## src/sv/tcw_pkg.sv

```systemverilog
package tcw_pkg;

  // Screen geometry
  localparam int COLUMNS    = 80;
  localparam int ROWS       = 25;
  localparam int CELL_COUNT = COLUMNS * ROWS;
  localparam int COPY_COUNT = (ROWS - 1) * COLUMNS;

  localparam int ADDR_W = $clog2(CELL_COUNT);
  localparam int CNT_W  = $clog2(CELL_COUNT + 1);
  localparam int ROW_W  = $clog2(ROWS);
  localparam int COL_W  = $clog2(COLUMNS);
  localparam int POS_W  = 11;

  // Character codes and attributes
  localparam logic [7:0]  RESET_ATTR    = 8'h07;
  localparam logic [7:0]  SPACE_CODE    = 8'h20;
  localparam logic [7:0]  CODE_CR       = 8'd13;
  localparam logic [7:0]  CODE_LF       = 8'd10;
  localparam logic [15:0] BLANK_DEFAULT = {RESET_ATTR, SPACE_CODE};

  // Request codes
  localparam logic [1:0] REQ_PUT   = 2'd0;
  localparam logic [1:0] REQ_CLEAR = 2'd1;
  localparam logic [1:0] REQ_READ  = 2'd2;

  // Register indexes
  localparam logic REG_ATTR = 1'b0;

  // Queue depth between front and back
  localparam int QUEUE_DEPTH = 2;
  localparam int QPTR_W      = $clog2(QUEUE_DEPTH);
  localparam int QCNT_W      = $clog2(QUEUE_DEPTH + 1);

  typedef enum logic [2:0] {
    OP_CHAR,
    OP_CR,
    OP_LF,
    OP_CLEAR,
    OP_READ,
    OP_NOP
  } op_e;

  typedef struct packed {
    logic [1:0]  req_type;
    logic [7:0]  char_code;
    logic [10:0] cell_address;
  } req_t;

  typedef struct packed {
    logic [POS_W-1:0] cursor_position;
    logic [15:0]      cell_data;
    logic             scrolled;
  } res_t;

  typedef struct packed {
    op_e               op;
    logic [7:0]        char_code;
    logic [ADDR_W-1:0] addr;
  } cmd_t;

endpackage

```

## src/sv/tcw_queue.sv

```systemverilog
module tcw_queue (
  input  logic          clk_i,
  input  logic          rst_ni,
  input  logic          push_i,
  input  tcw_pkg::cmd_t cmd_i,
  input  logic          pop_i,
  output tcw_pkg::cmd_t cmd_o,
  output logic          empty_o,
  output logic          full_o
);
  import tcw_pkg::*;

  cmd_t              slot_q [QUEUE_DEPTH];
  logic [QPTR_W-1:0] wr_ptr_q, wr_ptr_d;
  logic [QPTR_W-1:0] rd_ptr_q, rd_ptr_d;
  logic [QCNT_W-1:0] count_q, count_d;

  assign empty_o = (count_q == '0);
  assign full_o  = (count_q == QCNT_W'(QUEUE_DEPTH));
  assign cmd_o   = slot_q[rd_ptr_q];

  // Advance pointers, wrapping at the depth
  always_comb begin
    wr_ptr_d = wr_ptr_q;
    rd_ptr_d = rd_ptr_q;
    count_d  = count_q;
    if (push_i) begin
      wr_ptr_d = (32'(wr_ptr_q) == QUEUE_DEPTH - 1) ? '0 : wr_ptr_q + 1'b1;
    end
    if (pop_i) begin
      rd_ptr_d = (32'(rd_ptr_q) == QUEUE_DEPTH - 1) ? '0 : rd_ptr_q + 1'b1;
    end
    if (push_i && !pop_i) begin
      count_d = count_q + 1'b1;
    end else if (pop_i && !push_i) begin
      count_d = count_q - 1'b1;
    end
  end

  always_ff @(posedge clk_i or negedge rst_ni) begin
    if (!rst_ni) begin
      wr_ptr_q <= '0;
      rd_ptr_q <= '0;
      count_q  <= '0;
    end else begin
      wr_ptr_q <= wr_ptr_d;
      rd_ptr_q <= rd_ptr_d;
      count_q  <= count_d;
    end
  end

  // Store the entry
  always_ff @(posedge clk_i) begin
    if (push_i) begin
      slot_q[wr_ptr_q] <= cmd_i;
    end
  end

endmodule

```

## config.mk

```make
export PLATFORM = sky130hd
export DESIGN_NAME = tcw_queue
export DESIGN_NICKNAME = d
export VERILOG_FILES = /design/src/sv/tcw_pkg.sv /design/src/sv/tcw_queue.sv
export SDC_FILE = /design/constraint.sdc
export NUM_CORES = 1
export LEC_CHECK = 0
export ABC_AREA = 1
export BUFFER_PORTS_ARGS = -buffer_cell sky130_fd_sc_hd__buf_2
export CAP_MARGIN = 10
export CORE_ASPECT_RATIO = 0.7
export CORE_UTILIZATION = 46
export DETAILED_ROUTE_END_ITERATION = 8
export PLACE_DENSITY = 0.74
export SETUP_SLACK_MARGIN = 0.05
export SLEW_MARGIN = 30
export SYNTH_ARGS = -nofsm -noshare
export SYNTH_HDL_FRONTEND = slang
export SYNTH_SLANG_ARGS = --single-unit
```

## constraint.sdc

```tcl
create_clock -name clk_i -period 1.75 [get_ports clk_i]
set_input_delay 0.2625 -clock clk_i [delete_from_list [all_inputs] [get_ports clk_i]]
set_output_delay 0.2625 -clock clk_i [all_outputs]
set_load 0.01 [all_outputs]
```

==> impl_results.md <==
- Initial antenna violation count: 0
- Largest net degree at the start of global routing: 15
- Required time of the worst setup path: 1.49 ns
- Layout filler cell count: 275
- Core area: 3626 sq um
- Most common cell after layout, fill and taps aside: buf_2
- Global route total overflow: 0
- DP HPWL: 2100 um
- Pwr Total: 3.255 mW
- Height of the die: 54.31 um
- Via/cell ratio: 4.755
- Routability Congestion: 0.7310
- Clk buf depth: 2
- Flops & latches, synth: 48
- Synth warnings: 0
- Number of buffers added on ports: 49
- Worst setup EP type: output pin
- WL final: 2908 um
- Initial core utilization: 49.59%
- DR vias: 970
- DRC: 0
- Cell Pwr Density: 1465 nW/um^2
- Tcrit/Tclk final: 91.49%
- Root Buffer: clkbuf_8
- Worst-Margin Slew: 0.1847 ns
- Drt pass-1 iters: 2
- Post-Syn Area: 1798 sq um
- Hold crit path type: input port to register
- CP arrival: 1.34 ns
- Final setup viols: 0
- CTS tree: done
- GRT Util Overall: 14.87%
- RSZ-0062 raised after global routing: false
- First-pass GRT wire length: 4381 um
- Final Hold Vio Count: 0
- Vias in the first global route: 971
- Die area: 4167 sq um
- # diodes: 0
- Post-DRT Antenna Nets: 0
- Slew headroom: 87.68%
- Count of cell types in the netlist: 12
- Syn Area/Cell: 19.33 sq um
- IO Count: 50
- Initial detailed-routing violation count: 16
- Max-slew violation count: 0
- Share of layout cells above drive strength 1: 53.90%
- Non-Filler Instances: 204
- Num CTS Buffers: 5
- CP cell instances: buf_6 > mux2_2 > buf_2
- Fin Setup TNS: 0 ns
- Peak VDD IR: 0.7837 mV
- Placed Cells incl. Taps: 196
- Area post-placement: 2131 sq um
- Status: completed
- Post-route minimum period: 1.601 ns
- Maxcap violations: 0
- Worst-path clk slew: 0.08 ns
- Post-layout util: 61.25%
- Crit path launch type: register
- Most frequent cells in the layout: 49 x buf_2, 44 x edfxtp_1, 22 x mux2_2
- WS Path Type: register to output pin
- Clk_lat worst skew: 0.28 ns
- Post-Syn Nets: 120
- Die width: 76.73 um
- Seq/Total Area, Yosys: 79.05%
- Clock skew: 0.004820 ns
- Final Cell Area: 2221 sq um
- Syn-to-layout area delta: 23.52%
- CP peak stage delay: 0.37 ns
- Clock Sinks: 48
- Post-Syn Instances: 93
- Crit-path max FO: 14
- Leakage: 0.8929 nW
- Max Clk Rate: 0.6246 GHz
- Wirelength per Cell: 14.25 um
- Num rows: 18
- Crit-path slowest cell: dfrtp_1
- H-tree depth: 2
- Nets@finish: 181
## registers in the layout, summed over array words and instances (netlist names)
signal	flops
slot_q	44
count_q	2
rd_ptr_q	1
wr_ptr_q	1
## where the power goes
group,switching (mW),internal (mW),total [mW]
Sequential,0.0896,1.53,1.62
Clock,0.315,0.264,0.579
Combinational,0.537,0.518,1.06
Total,0.942,2.31,3.25
## cell families after synthesis
logic type	share of synthesized area, %
xor gates and xnor gates	1.462
DFF	79.05
buffers and inverters	2.714
muxes	13.78
and+or+nand+nor	2.296
adders and majority gates	0.6958
## critical path: cells and delay by family, from the launching register on
family / cells / cell delay [ns]
buffers and inverters: 2 / 0.33
flip-flops: 1 / 0.37
multiplexers: 1 / 0.36
## synth_stat cells
library cell  count  area, sq um
buf_6             2        22.52
dfrtp_1           4        100.1
edfxtp_1         44         1321
ha_1              1        12.51
inv_1             7        26.28
mux2_2           22        247.7
nand2_1           5        18.77
nand3_1           1        5.000
nand4_1           1        6.260
nor2_1            3        11.26
xnor2_1           1        8.760
xor2_1            2        17.52
## metal layers
layer	GRT usage [%]	vias to the layer above	share of wire [%]
li1	-	463	-
met1	15.26	469	41
met2	27.98	35	50
met3	6.333	3	8.3
met4	5.769	0	1.0
met5	0	-	0
## worst paths after layout
| path | startpoint | endpoint | slack [ns] | cells after the start |
|---|---|---|---|---|
| worst max-delay path | rd_ptr_q | cmd_o[13] | 0.15 | 3 |
| worst min-delay path | cmd_i[16] | slot_q[1][16] | 0.16 | 1 |
| worst max register to register | wr_ptr_q | slot_q[0][18] | 0.68 | 2 |
| worst min register to register | wr_ptr_q | wr_ptr_q | 0.53 | 1 |
| max in group asynchronous | rst_ni | count_q[1] | 1.32 | 2 |
| min in group asynchronous | rst_ni | rd_ptr_q | 0.30 | 2 |
## stage by stage
step / hold slack [ns] / setup WS, ns
final: 0.1601 / 0.1489
after detailed placement: 0.07819 / 0.4275
after CTS: 0.1506 / 0.09467
after floorplan: -0.03309 / 0.3499
after global placement: 0.06929 / 0.4439
after global routing: 0.1449 / 0.09183
## area by class of cell
cell class	instances	area, sq um	share of cell area [%]
Sequential cell	48	1421	64.00
Multi-Input combinational cell	36	330.3	14.87
Timing Repair Buffer	56	304.0	13.69
Clock buffer	5	68.82	3.099
Tap cell	50	62.56	2.817
Inverter	7	26.28	1.183
Clock inverter	2	7.507	0.3380
## timing repair
item	CTS	global route
gates resized for setup	0	1
hold buffers	1	0
hold endpoints to repair	4	0
buffers inserted	0	0
setup endpoints to repair	0	1
Note: power is estimated with default switching activity, not from simulation.
