[src/sv/tcw_pkg.sv]
package tcw_pkg;

  // Screen geometry
  localparam int COLUMNS    = 80;
  localparam int ROWS       = 25;
  localparam int CELL_COUNT = COLUMNS * ROWS;
  localparam int COPY_COUNT = (ROWS - 1) * COLUMNS;

  localparam int ADDR_W = $clog2(CELL_COUNT);
  localparam int CNT_W  = $clog2(CELL_COUNT + 1);
  localparam int ROW_W  = $clog2(ROWS);
  localparam int COL_W  = $clog2(COLUMNS);
  localparam int POS_W  = 11;

  // Character codes and attributes
  localparam logic [7:0]  RESET_ATTR    = 8'h07;
  localparam logic [7:0]  SPACE_CODE    = 8'h20;
  localparam logic [7:0]  CODE_CR       = 8'd13;
  localparam logic [7:0]  CODE_LF       = 8'd10;
  localparam logic [15:0] BLANK_DEFAULT = {RESET_ATTR, SPACE_CODE};

  // Request codes
  localparam logic [1:0] REQ_PUT   = 2'd0;
  localparam logic [1:0] REQ_CLEAR = 2'd1;
  localparam logic [1:0] REQ_READ  = 2'd2;

  // Register indexes
  localparam logic REG_ATTR = 1'b0;

  // Queue depth between front and back
  localparam int QUEUE_DEPTH = 2;
  localparam int QPTR_W      = $clog2(QUEUE_DEPTH);
  localparam int QCNT_W      = $clog2(QUEUE_DEPTH + 1);

  typedef enum logic [2:0] {
    OP_CHAR,
    OP_CR,
    OP_LF,
    OP_CLEAR,
    OP_READ,
    OP_NOP
  } op_e;

  typedef struct packed {
    logic [1:0]  req_type;
    logic [7:0]  char_code;
    logic [10:0] cell_address;
  } req_t;

  typedef struct packed {
    logic [POS_W-1:0] cursor_position;
    logic [15:0]      cell_data;
    logic             scrolled;
  } res_t;

  typedef struct packed {
    op_e               op;
    logic [7:0]        char_code;
    logic [ADDR_W-1:0] addr;
  } cmd_t;

endpackage

[src/sv/tcw_front.sv]
module tcw_front (
  input  logic                clk_i,
  input  logic                rst_ni,
  input  logic                start,
  output logic                busy,
  input  tcw_pkg::req_t       req_i,
  input  logic                queue_full_i,
  input  logic                init_busy_i,
  input  logic                attr_restore_i,
  output logic                push_o,
  output tcw_pkg::cmd_t       cmd_o,
  output logic [7:0]          attr_o,
  input  logic                psel,
  input  logic                penable,
  input  logic                pwrite,
  input  logic [2:0]          paddr,
  input  logic [31:0]         pwdata,
  output logic [31:0]         prdata,
  output logic                pready
);
  import tcw_pkg::*;

  logic [7:0] attr_q;
  logic       cfg_wr;
  logic       reg_idx;

  // Stall while the queue is full or the store is being initialized
  assign busy   = queue_full_i | init_busy_i;
  assign push_o = start & ~busy;

  // Classify the request
  always_comb begin
    cmd_o.char_code = req_i.char_code;
    cmd_o.addr      = ADDR_W'(req_i.cell_address);
    unique case (req_i.req_type)
      REQ_PUT: begin
        if (req_i.char_code == CODE_CR) begin
          cmd_o.op = OP_CR;
        end else if (req_i.char_code == CODE_LF) begin
          cmd_o.op = OP_LF;
        end else begin
          cmd_o.op = OP_CHAR;
        end
      end
      REQ_CLEAR: cmd_o.op = OP_CLEAR;
      REQ_READ: begin
        // reads past the last cell return zero
        if (32'(req_i.cell_address) < CELL_COUNT) begin
          cmd_o.op = OP_READ;
        end else begin
          cmd_o.op = OP_NOP;
        end
      end
      default: cmd_o.op = OP_NOP;
    endcase
  end

  // Register port
  assign reg_idx = paddr[2];
  assign cfg_wr  = psel & penable & pwrite & (reg_idx == REG_ATTR);
  assign pready  = 1'b1;
  assign prdata  = (reg_idx == REG_ATTR) ? {24'd0, attr_q} : 32'd0;
  assign attr_o  = attr_q;

  // Hold the attribute; a clear restores the default
  always_ff @(posedge clk_i or negedge rst_ni) begin
    if (!rst_ni) begin
      attr_q <= RESET_ATTR;
    end else if (attr_restore_i) begin
      attr_q <= RESET_ATTR;
    end else if (cfg_wr) begin
      attr_q <= pwdata[7:0];
    end
  end

endmodule

[config.mk]
export PLATFORM = sky130hd
export DESIGN_NAME = tcw_front
export DESIGN_NICKNAME = d
export VERILOG_FILES = /design/src/sv/tcw_pkg.sv /design/src/sv/tcw_front.sv
export SDC_FILE = /design/constraint.sdc
export NUM_CORES = 1
export LEC_CHECK = 0
export ABC_AREA = 1
export ABC_CLOCK_PERIOD_IN_PS = 2100
export BUFFER_PORTS_ARGS = -buffer_cell sky130_fd_sc_hd__buf_2
export CELL_PAD_IN_SITES_DETAIL_PLACEMENT = 1
export CELL_PAD_IN_SITES_GLOBAL_PLACEMENT = 2
export CORE_ASPECT_RATIO = 0.75
export CORE_MARGIN = 4
export CORE_UTILIZATION = 13
export CTS_BUF_LIST = sky130_fd_sc_hd__clkbuf_8
export CTS_CLUSTER_DIAMETER = 200
export DETAILED_ROUTE_END_ITERATION = 7
export MAX_ROUTING_LAYER = met4
export PLACE_DENSITY_LB_ADDON = 0.1
export RECOVER_POWER = 100
export SYNTH_ARGS = -nofsm -noshare
export SYNTH_HDL_FRONTEND = slang
export SYNTH_SLANG_ARGS = --single-unit
[constraint.sdc]
create_clock -name clk_i -period 2.1 [get_ports clk_i]
set_input_delay 0 -clock clk_i [delete_from_list [all_inputs] [get_ports clk_i]]
set_output_delay 0 -clock clk_i [all_outputs]
set_load 0.005 [all_outputs]
==> results of run 1 <==
critical path, cell delays in order (launching register included):
cell and delay [ns]:
dfstp_1 0.55, inv_1 0.05, nor2_1 0.09, clkbuf_1 0.13
how the worst max path moves through the flow:
stage,from,end,slack (ns),depth (start not counted)
finish,attr_o[0],prdata[0],1.06,3
global placement,paddr[2],attr_o[2],1.34,6
detailed placement,paddr[2],attr_o[2],1.32,6
CTS,attr_o[0],prdata[0],1.08,3
global route,attr_o[0],prdata[0],0.98,3
floorplan,attr_o[0],attr_o[0],1.38,2
cell usage after synthesis, drive strengths merged:
| cell | instances | area, sq um |
|---|---|---|
| nor3 | 1 | 5.000 |
| dfstp | 3 | 78.83 |
| or2 | 4 | 25.02 |
| nand2 | 21 | 81.33 |
| inv | 13 | 51.30 |
| nand3 | 14 | 70.07 |
| nor2 | 18 | 70.07 |
| conb | 2 | 7.510 |
| nand4 | 1 | 21.27 |
| o21ai | 1 | 5.000 |
| dfrtp | 5 | 125.1 |
| clkbuf | 1 | 3.750 |
| buf | 46 | 346.6 |
| nand3b | 1 | 7.510 |
| a21oi | 1 | 5.000 |
cell families (layout without fill, tap and decap cells):
kind of cell	count (synthesis)	in the layout	share of synthesized area
other	2	25	0.008313
flip-flops	8	8	0.2258
AND/OR/NAND/NOR	60	60	0.3103
buffers and inverters	60	89	0.4446
AO/OA/AOI/OAI	2	2	0.01107
per-layer routing:
layer	share of wire	GRT usage	vias up
met3	0.090	0.02008	2
met4	0.0028	0.01992	0
met2	0.48	0.1109	54
met1	0.43	0.07545	387
li1	-	-	434
met5	0	-	-
cell type report:
type	instances	share of cell area
clock buffers	3	0.03675
clock inverters	1	0.003341
inverters	13	0.04566
multi-input cells	87	0.3419
flip-flops and latches	8	0.1815
well taps	84	0.09354
repair buffers	72	0.2973
per-stage QoR:
step / instance area (sq um) / hold WS (ns) / util / total power [mW]
after global placement: 1095 / -0.1385 / 0.1618 / 0.3116
final: 1124 / 0.000002264 / 0.1661 / 0.4948
after global routing: 1124 / 0.000007907 / 0.1661 / 0.5365
after floorplan: 989.7 / -0.2956 / - / 0.2897
after detailed placement: 1095 / -0.1451 / 0.1618 / 0.3128
after CTS: 1160 / 0.00003458 / 0.1714 / 0.5122
where the power goes:
| part | switching [mW] | total, mW | internal, mW |
|---|---|---|---|
| Sequential | 0.00684 | 0.172 | 0.165 |
| Clock | 0.0641 | 0.191 | 0.127 |
| Combinational | 0.0762 | 0.132 | 0.0556 |
| Total | 0.147 | 0.495 | 0.348 |
timing repair:
item / CTS / global route
hold buffers: 2 / 0
hold endpoints to repair: 9 / 0
endpoints found under the setup margin: 0 / 0
==> impl_metrics.csv, run 1 <==
group,metric,value,unit
placed_design,io_buffers,70,
global_route,grt_overflow,0,
yosys,syn_inst,132,
clocking,clkTransAtPathRegs,0.04,ns
clocking,post-cts-setup-buffer-count,0,
sta,setup_ws,1.062,ns
cells_and_area,final_cells,268,
drt,drtPass1Iterations,3,
worst_setup_path,worstPathArrival,1.04,ns
job,cap_violations,0,
drt,vias,877,
clocking,numCtsBuffers,3,
cells_and_area,layout_common_cells,"buf_2, clkbuf_1, conb_1",
sta,min_period_over_period,0.4941,
worst_setup_path,cp_data_required_time,2.10,ns
cells_and_area,nNetsFinal,250,
worst_setup_path,r2r-end,"attr_o[0]",
die,dieArea,8360,sq um
worst_hold_path,hp-class,"in2out",
worst_setup_path,cp-end-kind,"primary output",
cells_and_area,multi_input_area,384.1,sq um
clocking,cts_tree,"built",
sta,slew_viol_final,0,
cells_and_area,area_delta_synth_final,24.38,%
drt,drt_iter0_markers,9,
die,initial_utilization,0.1335,
die,core_area,6766,sq um
global_route,grt_usage,0.06550,
die,pin_count,130,
global_route,grt_max_degree,15,
run_status,outcome,"finished clean",
worst_setup_path,reg2reg_depth,2,
worst_hold_path,min_to,"cmd_o[1]",
worst_setup_path,r2r_slack,1.33,ns
worst_hold_path,worstHoldStart,"req_i[1]",
cells_and_area,layout.area.seq,203.9,sq um
die,num_rows,26,
yosys,synthesis.area,903.4,sq um
placed_design,dp_hpwl,2452,um
global_route,antenna_found_initial,0,
clocking,insertion_delay,0.22,ns
worst_setup_path,critPathKind,"reg2out",
drt,wl_per_cell,10.59,um
power,power.leakage,0.6009,nW
worst_setup_path,regToRegStartpoint,"attr_o[0]",
yosys,ys_types,21,
drt,vias_per_cell,3.272,
placed_design,place_inst,262,
sta,fin_crit,1.038,ns
worst_hold_path,whs_path_depth,0,
sta,hold_violations,0,
yosys,synth_seq_cells,8,
sta,setup_tns,0,ns
yosys,ys.warnings.count,0,
sta,rsz0062_at_grt,"no",
clocking,h-tree-depth,1,
clocking,cts.sinks,8,
global_route,grt_pass1_vias,896,
sta,finalSetupViolCount,0,
cells_and_area,antennaDiodeCount,0,
placed_design,gp_congestion,0.6381,
placed_design,dp_slack,1.324,ns
cells_and_area,largest_reg_flops,8,
clocking,clk_path_buf_depth,2,
drt,wirelength,2838,um
worst_setup_path,critPathMaxFanout,3,
yosys,postSynthAreaPerCell,6.844,sq um
power,irDropWorstVdd,0.1516,mV
sta,skew,0,ns
clocking,clk_root_buffer_cell,"clkbuf_8",
cells_and_area,drive_gt1_frac,0.2880,
power,power_per_cell_area,440.4,nW/um^2
yosys,yosysSeqAreaShare,0.2258,
drt,ant_nets,0,
die,die_x,104.3,um
cells_and_area,num-fill-cells,872,
clocking,ctsResizeCount,0,
worst_setup_path,critPathLaunchType,"flip-flop",
cells_and_area,final_common_cell,"buf_2",
drt,drcViolationCount,0,
global_route,grt_pass1_wl,4381,um
die,dieHeight,80.19,um
sta,fmax,0.9637,GHz
No activity file was read; power rests on OpenSTA's default activity.
==> run 2: changes to the inputs <==
--- a/config.mk
+++ b/config.mk
@@ -6,13 +6,13 @@
 export NUM_CORES = 1
 export LEC_CHECK = 0
 export ABC_AREA = 1
-export ABC_CLOCK_PERIOD_IN_PS = 2100
+export ABC_CLOCK_PERIOD_IN_PS = 1000
 export BUFFER_PORTS_ARGS = -buffer_cell sky130_fd_sc_hd__buf_2
 export CELL_PAD_IN_SITES_DETAIL_PLACEMENT = 1
 export CELL_PAD_IN_SITES_GLOBAL_PLACEMENT = 2
 export CORE_ASPECT_RATIO = 0.75
 export CORE_MARGIN = 4
-export CORE_UTILIZATION = 13
+export CORE_UTILIZATION = 12
 export CTS_BUF_LIST = sky130_fd_sc_hd__clkbuf_8
 export CTS_CLUSTER_DIAMETER = 200
 export DETAILED_ROUTE_END_ITERATION = 7
==> constraint.sdc (replaced) <==
create_clock -name clk_i -period 1 [get_ports clk_i]
set_input_delay 0 -clock clk_i [delete_from_list [all_inputs] [get_ports clk_i]]
set_output_delay 0 -clock clk_i [all_outputs]
set_load 0.005 [all_outputs]
==> impl_metrics.csv, run 2 (synthesis gave the netlist of run 1 again) <==
group,metric,value,unit
run_status,outcome,"complete, but fails checks",
run_status,violations,"setup timing",
drt,vias_per_cell,3.149,
clocking,cts.sinks,8,
worst_setup_path,path_delay_family,"flip-flops",
cells_and_area,final_common_cell,"buf_2",
sta,slew_headroom,0.6534,
die,dieArea,8995,sq um
clocking,numCtsBuffers,3,
worst_setup_path,path_cells,"inv_2, nor2_1, buf_2",
sta,fmax,0.9877,GHz
power,irDropWorstVdd,0.3660,mV
drt,vias,910,
sta,min_period_over_period,1.012,
drt,drt_iter0_markers,17,
sta,fin_crit,1.012,ns
worst_hold_path,hp-class,"in2out",
die,die_x,108.2,um
die,pin_count,130,
clocking,cts_tree,"built",
cells_and_area,largest_reg_flops,8,
die,initial_utilization,0.1232,
sta,rsz0062_at_grt,"yes",
worst_setup_path,cp_data_required_time,1.00,ns
clocking,clk_path_buf_depth,2,
global_route,grt_overflow,0,
sta,hold_violations,0,
cells_and_area,drive_gt1_frac,0.3777,
clocking,h-tree-depth,1,
worst_setup_path,cp_slowest_cell,"dfstp_2",
global_route,grt_use_met1,0.07213,
cells_and_area,final_cells,289,
global_route,grt_pass1_wl,4291,um
drt,ant_nets,0,
global_route,antenna_found_initial,0,
sta,finalSetupViolCount,1,
placed_design,io_buffers,70,
sta,slew_viol_final,0,
worst_hold_path,whs_path_depth,0,
sta,skew,0,ns
worst_setup_path,reg2reg_depth,4,
cells_and_area,layout_common_cells,"buf_2, conb_1, nand2_1, clkbuf_1, nor2_1",
power,p_comb_frac,0.282,
power,p_int,0.7589,mW
placed_design,place_inst,279,
power,power_per_cell_area,911.6,nW/um^2
drt,wirelength,2882,um
clocking,clkTransAtPathRegs,0.04,ns
global_route,gr-max-usage-layer,"met2",
power,switching_power,0.3247,mW
worst_setup_path,critPathMaxFanout,3,
worst_setup_path,critPathLaunchType,"flip-flop",
sta,worstMarginPinSlew,0.5199,ns
cells_and_area,area_delta_synth_final,31.58,%
power,switching_share,0.2996,
placed_design,dp_hpwl,2519,um
drt,drcViolationCount,0,
placed_design,gp_congestion,0.6055,
power,pwr-share-seq,0.339,
global_route,grt_pass1_vias,915,
power,power.leakage,0.6469,nW
cells_and_area,final_util,0.1621,
sta,setup_ws,-0.01243,ns
drt,drtPass1Iterations,4,
global_route,grt_max_degree,15,
worst_setup_path,cp-end-kind,"primary output",
power,pwr-share-clk,0.380,
global_route,use_met2,0.09707,
clocking,clk_root_buffer_cell,"clkbuf_8",
die,dieHeight,83.14,um
job,cap_violations,0,
worst_setup_path,max_stage_delay,0.55,ns
clocking,insertion_delay,0.22,ns
worst_setup_path,crit_cells,3,
global_route,grtUsageMet3,0.02409,
worst_setup_path,cp.buffers_inverters,2,
global_route,grt_usage,0.05902,
die,core_area,7331,sq um
die,num_rows,27,
cells_and_area,nNetsFinal,254,
worst_setup_path,critPathKind,"reg2out",
cells_and_area,antennaDiodeCount,0,
sta,fin_hold_ws,0.000001871,ns
worst_setup_path,worstPathArrival,1.01,ns
drt,wl_per_cell,9.972,um
[run 2: changes by cell type in the layout (fill, tap and decap cells not counted), sizes merged]
cell         before  now
buf              40   53
dlygate4sd3       2    3
clkbuf           33   23
[run 2: final cells by class]
class / count / area, sq um
Inverter: 13 / 51.30
Fill cell: 945 / 6142
Timing Repair Buffer: 76 / 377.9
Tap cell: 101 / 126.4
Clock inverter: 1 / 3.754
Clock buffer: 3 / 41.29
Multi-Input combinational cell: 87 / 384.1
Sequential cell: 8 / 203.9
[run 2: final timing paths]
check                      startpoint         to  slack (ns)
hold / removal               req_i[0]   cmd_o[0]    0.000002
setup / recovery            attr_o[1]  prdata[1]       -0.01
min in group asynchronous      rst_ni  attr_o[6]        0.24
hold reg to reg             attr_o[1]  attr_o[1]        0.51
max in group asynchronous      rst_ni  attr_o[0]        0.38
setup reg to reg            attr_o[0]  attr_o[0]        0.05
[run 2: power by group through the flow]
stage	combinational, mW	clock, mW	sequential, mW
final	0.305	0.411	0.367
after global routing	0.347	0.447	0.369
after CTS	0.313	0.429	0.365
after detailed placement	0.289	0	0.372
after global placement	0.287	0	0.372
after floorplan	0.240	0	0.368
[run 2: through the flow]
stage / setup slack, ns / cell area (sq um) / power, mW / TNS [ns]
after floorplan: 0.2844 / 989.7 / 0.6084 / 0
after global placement: 0.2316 / 1116 / 0.6590 / 0
after CTS: -0.03256 / 1206 / 1.107 / -0.05516
after detailed placement: 0.2072 / 1116 / 0.6603 / 0
final: -0.01243 / 1189 / 1.084 / -0.01243
after global routing: -0.04705 / 1189 / 1.163 / -0.1263
[run 2: what timing repair did]
action / 4_1_cts / 5_1_grt
gates resized for setup: 0 / 3
hold buffers: 3 / 0
setup buffers: 2 / 1
hold endpoints to repair: 10 / 0
setup endpoints to repair: 3 / 3
[run 2: worst reg2reg max path, stage by stage (launching register included)]
cell and delay (ns):
dfstp_2 0.54, buf_4 0.11, buf_4 0.09, nand3_1 0.07, nand2_1 0.08
[run 2: metal layers]
metal  up-vias  share of wire
met5         -              0
met4         0        0.00069
met3         2           0.13
met2        61           0.44
met1       403           0.43
li1        444              -
